## src/design/two_link_inverse_kinematics_defines.svh

```systemverilog
// Assertion macros for the two-link arm solver.
// Expects clk and arst_n in the scope of use.
`ifndef TWO_LINK_INVERSE_KINEMATICS_DEFINES_SVH
`define TWO_LINK_INVERSE_KINEMATICS_DEFINES_SVH
`ifndef SYNTHESIS
`define TLIK_ASSERT(lbl, prop) \
	lbl: assert property (@(posedge clk) disable iff (!arst_n) prop) \
		else $error("tlik assertion failed");
`define TLIK_ASSERT_NEXT(lbl, ante, cons) \
	lbl: assert property (@(posedge clk) disable iff (!arst_n) (ante) |=> (cons)) \
		else $error("tlik sequence assertion failed");
`else
`define TLIK_ASSERT(lbl, prop)
`define TLIK_ASSERT_NEXT(lbl, ante, cons)
`endif
`endif

```

## src/design/tlik_pkg.sv

```systemverilog
// Shared constants, codes and helpers for the two-link arm solver.
// No dependencies.
package tlik_pkg;

	localparam int CORDIC_STEPS = 20;
	localparam int DIV_STEPS    = 30;
	localparam int SQRT_STEPS   = 31;
	localparam int ATAN_W       = 56;
	localparam int ATAN_LAT     = CORDIC_STEPS + 4;
	localparam int SIDE_LEN     = DIV_STEPS + 3 + SQRT_STEPS;

	localparam logic [31:0] THRESH_BA    = 32'd68356528;
	localparam logic [31:0] HALF_TURN    = 32'h8000_0000;
	localparam logic [31:0] QUARTER_TURN = 32'h4000_0000;
	localparam logic signed [31:0] ONE_Q30 = 32'sh4000_0000;

	typedef enum logic [1:0] {
		REG_LINK1 = 2'd0,
		REG_LINK2 = 2'd1
	} reg_idx_t;

	localparam logic ST_OK       = 1'b0;
	localparam logic ST_UNREACH  = 1'b1;
	localparam logic SOL_PRIMARY = 1'b0;
	localparam logic SOL_ALT     = 1'b1;

	function automatic logic [31:0] atan_entry(input logic [4:0] k);
		logic [31:0] t;
		begin
			case (k)
				5'd0:  t = 32'h20000000;
				5'd1:  t = 32'h12E4051E;
				5'd2:  t = 32'h09FB385B;
				5'd3:  t = 32'h051111D4;
				5'd4:  t = 32'h028B0D43;
				5'd5:  t = 32'h0145D7E1;
				5'd6:  t = 32'h00A2F61E;
				5'd7:  t = 32'h00517C55;
				5'd8:  t = 32'h0028BE53;
				5'd9:  t = 32'h00145F2F;
				5'd10: t = 32'h000A2F98;
				5'd11: t = 32'h000517CC;
				5'd12: t = 32'h00028BE6;
				5'd13: t = 32'h000145F3;
				5'd14: t = 32'h0000A2FA;
				5'd15: t = 32'h0000517D;
				5'd16: t = 32'h000028BE;
				5'd17: t = 32'h0000145F;
				5'd18: t = 32'h00000A30;
				5'd19: t = 32'h00000518;
				5'd20: t = 32'h0000028C;
				5'd21: t = 32'h00000146;
				5'd22: t = 32'h000000A3;
				5'd23: t = 32'h00000051;
				5'd24: t = 32'h00000029;
				5'd25: t = 32'h00000014;
				5'd26: t = 32'h0000000A;
				5'd27: t = 32'h00000005;
				5'd28: t = 32'h00000003;
				5'd29: t = 32'h00000001;
				5'd30: t = 32'h00000001;
				default: t = 32'h00000000;
			endcase
			return t;
		end
	endfunction

	// arithmetic shift rounding toward zero
	function automatic logic signed [33:0] shr_tz(input logic signed [33:0] v,
			input logic [4:0] k);
		logic signed [33:0] m;
		begin
			m = -v;
			return v[33] ? -(m >>> k) : (v >>> k);
		end
	endfunction

endpackage

```

## src/design/tlik_sqrt.sv

```systemverilog
// Integer square root, one result bit per pipeline stage.
// Depends on tlik_pkg.
module tlik_sqrt import tlik_pkg::*; (
	input  logic        clk,
	input  logic        arst_n,
	input  logic        in_valid,
	input  logic [60:0] in_rad,
	output logic        out_valid,
	output logic [30:0] out_root
);

	typedef struct packed {
		logic        v;
		logic [61:0] rem;
		logic [61:0] root;
	} sstage_t;

	sstage_t din;
	sstage_t st [SQRT_STEPS];

	assign din = '{v: in_valid, rem: {1'b0, in_rad}, root: '0};

	for (genvar k = 0; k < SQRT_STEPS; k++) begin : g_step
		localparam logic [61:0] BIT = 62'(1) << (60 - 2 * k);
		sstage_t     prv;
		logic [61:0] t;
		logic        ge;
		if (k == 0) begin : g_first
			assign prv = din;
		end else begin : g_next
			assign prv = st[k-1];
		end
		assign t  = prv.root + BIT;
		assign ge = prv.rem >= t;
		always_ff @(posedge clk or negedge arst_n) begin
			if (!arst_n) begin
				st[k].v <= 1'b0;
			end else begin
				st[k].v    <= prv.v;
				st[k].rem  <= ge ? (prv.rem - t) : prv.rem;
				st[k].root <= ge ? ((prv.root >> 1) + BIT) : (prv.root >> 1);
			end
		end
	end

	assign out_valid = st[SQRT_STEPS-1].v;
	assign out_root  = st[SQRT_STEPS-1].root[30:0];

endmodule

```

## config.mk

```make
export PLATFORM = sky130hd
export DESIGN_NAME = tlik_sqrt
export DESIGN_NICKNAME = d
export VERILOG_FILES = /design/src/design/two_link_inverse_kinematics_defines.svh /design/src/design/tlik_pkg.sv /design/src/design/tlik_sqrt.sv
export SDC_FILE = /design/constraint.sdc
export NUM_CORES = 2
export LEC_CHECK = 0
export BUFFER_PORTS_ARGS = -buffer_cell sky130_fd_sc_hd__buf_2
export CORE_MARGIN = 10
export CORE_UTILIZATION = 40
export CTS_BUF_LIST = sky130_fd_sc_hd__clkbuf_4
export CTS_CLUSTER_SIZE = 40
export DETAILED_ROUTE_END_ITERATION = 7
export GPL_TIMING_DRIVEN = 0
export HOLD_SLACK_MARGIN = 0.1
export PLACE_DENSITY = 0.65
export SLEW_MARGIN = 40
export SYNTH_ARGS = -nofsm -noshare
export SYNTH_HDL_FRONTEND = slang
export SYNTH_SLANG_ARGS = --single-unit
export TNS_END_PERCENT = 30
```

## constraint.sdc

```tcl
create_clock -name clk -period 4.3 [get_ports clk]
set_clock_uncertainty 0.1 [all_clocks]
set_input_delay 0 -clock clk [delete_from_list [all_inputs] [get_ports clk]]
set_output_delay 0 -clock clk [all_outputs]
set_load 0.01 [all_outputs]
```

After elaboration in Yosys (flattened, before gate mapping)
Cells that the tools add are included.
{"block": "totals", "ff_bits": 3781, "latchBits": 0, "mem_bits_rw": 0, "rom_bits": 0, "word_cells": 304, "n_memories": 0}
{"block": "op_classes", "add_sub_neg": 90, "n_mul": 0, "div_mod_pow": 0, "magnitude_cmp": 31, "eq_ne": 0, "n_shift": 0, "muxes": 61, "bitwise_logic": 0, "reduce_logical": 0}
{"cell": "two-way mux 61 bit", "n": 31}
{"cell": "greater-or-equal comparator 62 bit", "n": 30}
{"cell": "two-way mux 62 bit", "n": 29}
{"cell": "subtractor 62 bit", "n": 29}
{"cell": "adder 61 x 11 -> 62 bit, second input constant", "n": 1}
{"cell": "adder 61 x 13 -> 62 bit, second input constant", "n": 1}
{"cell": "adder 61 x 15 -> 62 bit, second input constant", "n": 1}
{"cell": "adder 61 x 17 -> 62 bit, second input constant", "n": 1}
{"cell": "adder 61 x 19 -> 62 bit, second input constant", "n": 1}
{"cell": "adder 61 x 21 -> 62 bit, second input constant", "n": 1}
{"cell": "adder 61 x 23 -> 62 bit, second input constant", "n": 1}
{"cell": "adder 61 x 25 -> 62 bit, second input constant", "n": 1}
{"cell": "adder 61 x 27 -> 62 bit, second input constant", "n": 1}
{"cell": "adder 61 x 29 -> 62 bit, second input constant", "n": 1}
{"cell": "adder 61 x 3 -> 62 bit, second input constant", "n": 1}
{"cell": "adder 61 x 31 -> 62 bit, second input constant", "n": 1}
{"cell": "adder 61 x 33 -> 62 bit, second input constant", "n": 1}
{"cell": "adder 61 x 35 -> 62 bit, second input constant", "n": 1}
{"cell": "adder 61 x 37 -> 62 bit, second input constant", "n": 1}
{"cell": "adder 61 x 39 -> 62 bit, second input constant", "n": 1}
{"cell": "adder 61 x 41 -> 62 bit, second input constant", "n": 1}
{"cell": "adder 61 x 43 -> 62 bit, second input constant", "n": 1}
{"cell": "adder 61 x 45 -> 62 bit, second input constant", "n": 1}
{"cell": "adder 61 x 47 -> 62 bit, second input constant", "n": 1}
{"cell": "other kinds (43)", "n": 43}

Logic depth before layout (Yosys ltp)
{"block": "logic_depth", "ltp_word": 3, "ltp_mapped": 15, "depth_no_buf": 14}

Least setup slack after synthesis
No wires, ideal clock.
{"block": "synth_timing", "path_kind": "reg-to-reg", "from": "register st (netlist bit g_step[27].prv[78])", "to": "register st (netlist bit g_step[28].prv[109]) (data pin)", "setup_ns": 0.271, "arrival_time_ns": 3.149, "required_time_ns": 3.929, "slack_ns": 0.780, "path_stages_with_launch": 13, "period_less_slack_ns": 3.520, "cell_sequence": "edfxtp_1 -> ha_1 -> clkbuf_1 -> nand4_1 -> a211oi_1 -> or2_2 -> o41ai_1 -> o22ai_1 -> a31oi_1 -> o21ai_0 -> a311o_1 -> nor4_1 -> xor2_1"}
{"block": "synth_via", "elab_chain_len": 2, "elab_cells_between_ends": 3}
{"item": "from (decl)", "line_no": "tlik_sqrt.sv:19", "text": "sstage_t st [SQRT_STEPS];"}
{"item": "subtractor 62 bit or greater-or-equal comparator 62 bit (tied branches)", "line_no": "tlik_sqrt.sv:40, tlik_sqrt.sv:34"}
{"item": "two-way mux 62 bit (*)", "line_no": "tlik_sqrt.sv:40", "text": "st[k].rem <= ge ? (prv.rem - t) : prv.rem;"}
Mark *: on every way between the ends. The rest lies on a longest branch, timed or not.
A chain may end at the register's enable or synchronous reset.

Worst setup path in the final report
{"block": "layout_timing", "from": "register st (netlist bit g_step[20].prv[83])", "to": "register st (netlist bit g_step[21].prv[111]) (data pin)"}
Same word-level chain as after synthesis.

==> flow_metrics.tcl <==
set metrics [dict create \
    htree_levels 6 \
    switching_share_pct 30.7 \
    ant_nets 0 \
    ys_seq_area_share_pct 63.1 \
    p_comb_share_pct 21.4 \
    critPathMaxFanout 10 \
    power.leakage_nw 49.4 \
    cts_buffer_depth 4 \
    crit_top_cell "inv_1" \
    io_pins 96 \
    worstReg2RegStart "g_step[20].prv[83]" \
    rows 195 \
    hold-path-cell-count 0 \
    grtUsageTotal_pct 18.3 \
    yosysWarnings 0 \
    synth_top_area_cell "edfxtp_1" \
    worst_pin_slew_ns 0.922 \
    reg2reg_depth 12 \
    final_area_mm2 0.131 \
    grt-ovfl-total 0 \
    criticalPathCategory "flop to flop" \
    vias_per_cell 5.27 \
    sequentialPowerShare_pct 48.3 \
    cts_made_buffers 627 \
    yosys-top-cells-count "edfxtp_1, nor2_1, inv_1" \
    outcome "finished, final reports clean" \
    first_pass_iters 5 \
    r2r_setup_slack_ns 0.13 \
    hold-worst-slack_ns 0.238 \
    worstHoldStart "g_step[20].prv[124]" \
    dp_hpwl_um 212000 \
    num-fill-cells 25249 \
    netlist_area_mm2 0.113 \
    drc 0 \
    crit_chain "inv_1 > ha_1 > or4b_2 > nor4_1 > nand4_1 > o211ai_1 > inv_1 > nand3_2 > and3b_1 > clkbuf_1 > nand4b_1 > xnor2_1" \
    rsz0062_at_grt "yes" \
    synth_flop_cell "edfxtp_1" \
    worstSkewPairLatency_ns 1.49 \
    cp.required_ns 5.33 \
    initial_core_util_pct 40.2 \
    dpl_cell_area_mm2 0.119 \
    clk_pin_slew_worst_paths_ns 0.07 \
    cp.depth 12 \
    synth.avg_cell_area_um2 12.6 \
    path_delay_family "simple AND/OR/NAND/NOR gates" \
    p_int_mw 45.4 \
    vdd_drop_max_mv 0.327 \
    powerDensity_mw_per_mm2 502 \
    worstPathArrival_ns 5.21 \
    min_period_ns 4.17 \
    clock_sinks 2387 \
    area_growth_pct 15.1 \
    cts_tree "done" \
    async_flop_share_pct 1.30 \
    hold_violations 0 \
    fmax_ghz 0.240 \
    chipWidth_um 552 \
    first_global_vias 78843 \
    io_buffer_count 94 \
    r2r-end "g_step[21].prv[111]" \
    die-area_mm2 0.305 \
    worstSetupEndpoint "g_step[21].prv[111]" \
    via_count 74882 \
    end_kind "flop" \
    path_buf_inv 3 \
    synth_area_leaders "edfxtp_1, ha_1, xnor2_1" \
    slew_violations 0 \
    grt_max_degree 121 \
    setup_viol 0 \
    startpoint_type "flop" \
    cts-root-buf "clkbuf_4" \
    wl_um 289000 \
    relSlewSlack_pct 38.3 \
    nets 10571 \
    period_share_pct 97.1 \
    cpPeakStageDelay_ns 0.58 \
    antenna_found_initial 11 \
    syn_inst 8975 \
    hp-class "flop to flop" \
    drive_above_1_share_pct 13.3 \
    core_area_mm2 0.282 \
    wl_per_cell_um 20.4 \
    synth_top_cell_area_share_pct 62.4 \
    crit_start "g_step[20].prv[83]" \
    grt_pass1_wl_um 443000 \
    setup_tns_ns 0 \
    synth-edff-count 2356 \
    synth_cell_type_count 97 \
    clkPwrFrac_pct 30.3 \
    post-synth-top-count-cell "edfxtp_1" \
    switchingPower_mw 20.1 \
    die_h_um 552 \
    crit_slowest_cell "or4b_2" \
    synth.ff_latch_count 2387 \
    drt_iter0_markers 4588 \
    gp_congestion 0.945 \
    drv_cap 0 \
]
## through the flow
stage | power [mW] | setup slack (ns) | instances | util (%)
floorplan | 40.9 | 0.780 | 8976 | -
global placement | 47.0 | -44.82 | 12813 | 42.0
detailed placement | 45.5 | -0.935 | 12841 | 42.3
CTS | 65.9 | -0.0532 | 14191 | 46.1
global route | 69.3 | -0.120 | 14201 | 46.3
finish | 65.5 | 0.126 | 14202 | 46.3
## cell families (layout without fill, tap and decap cells)
group,after synthesis,in the layout,synth area share [%]
other cells,1,9,0.00331
compound gates,1649,1649,8.94
flops,2387,2387,63.1
xor+xnor,826,826,6.38
simple gates,2671,2672,12.1
mux,99,99,0.977
fa+ha+maj,523,523,5.77
buf+inv,819,2294,2.75
## cell type report
cell class | instances | area [µm²] | share of cell area [%]
clock inverter | 225 | 1430 | 1.09
clock buffer | 872 | 6550 | 5.02
tap | 3743 | 4680 | 3.59
multi-input combinational | 5771 | 39300 | 30.1
sequential | 2387 | 71500 | 54.8
antenna | 7 | 17.5 | 0.0134
buffer | 188 | 806 | 0.617
inverter | 625 | 2350 | 1.80
timing repair buffer | 384 | 3810 | 2.92
## how the worst min path moves through the flow
stage	slack, ns	end
floorplan	-0.40	g_step[10].prv[124]
global placement	0.01	g_step[1].prv[124]
detailed placement	0.01	g_step[1].prv[124]
CTS	0.24	g_step[29].prv[124]
global route	0.24	g_step[29].prv[124]
finish	0.24	g_step[21].prv[124]
## cell usage in the layout (no fill, tap or decap), types with 251 or more instances in the layout
cell and n:
nor2_1 621, edfxtp_1 2356, a21oi_1 569, xnor2_1 421, o21ai_0 401, inv_1 623
dlygate4sd3_1 251, nand2_1 564, xor2_1 405, nor4_1 289, clkbuf_4 879, ha_1 522
## power by group through the flow
stage               Sequential (mW)  Clock (mW)  Combinational, mW
detailed placement             32.0           0               13.5
floorplan                      31.0           0               9.85
global route                   31.9        21.8               15.6
CTS                            31.6        20.4               13.9
global placement               33.7           0               13.3
finish                         31.6        19.9               14.0
## flip-flops by register name (all words and copies together), names as in the netlist
register	flops
g_step.prv	2355
out_valid	1
out_root	31
## per-layer routing
layer  GRT usage (%)  vias up  wire (µm)
li1                -    36023          -
met1            17.8    35919      99900
met2            35.7     2117     160000
met3            3.02      805      12100
met4            10.7       18      17800
met5               0        -        121
## what timing repair did
item | CTS | global route
hold buffers | 252 | 0
buffers inserted | 4 | 4
setup endpoints to repair | 361 | 454
gates cloned | 0 | 3
gates resized for setup | 69 | 63
hold endpoints to repair | 1159 | 0
pin swaps | 7 | 7
No activity file was read; power rests on OpenSTA's default activity.
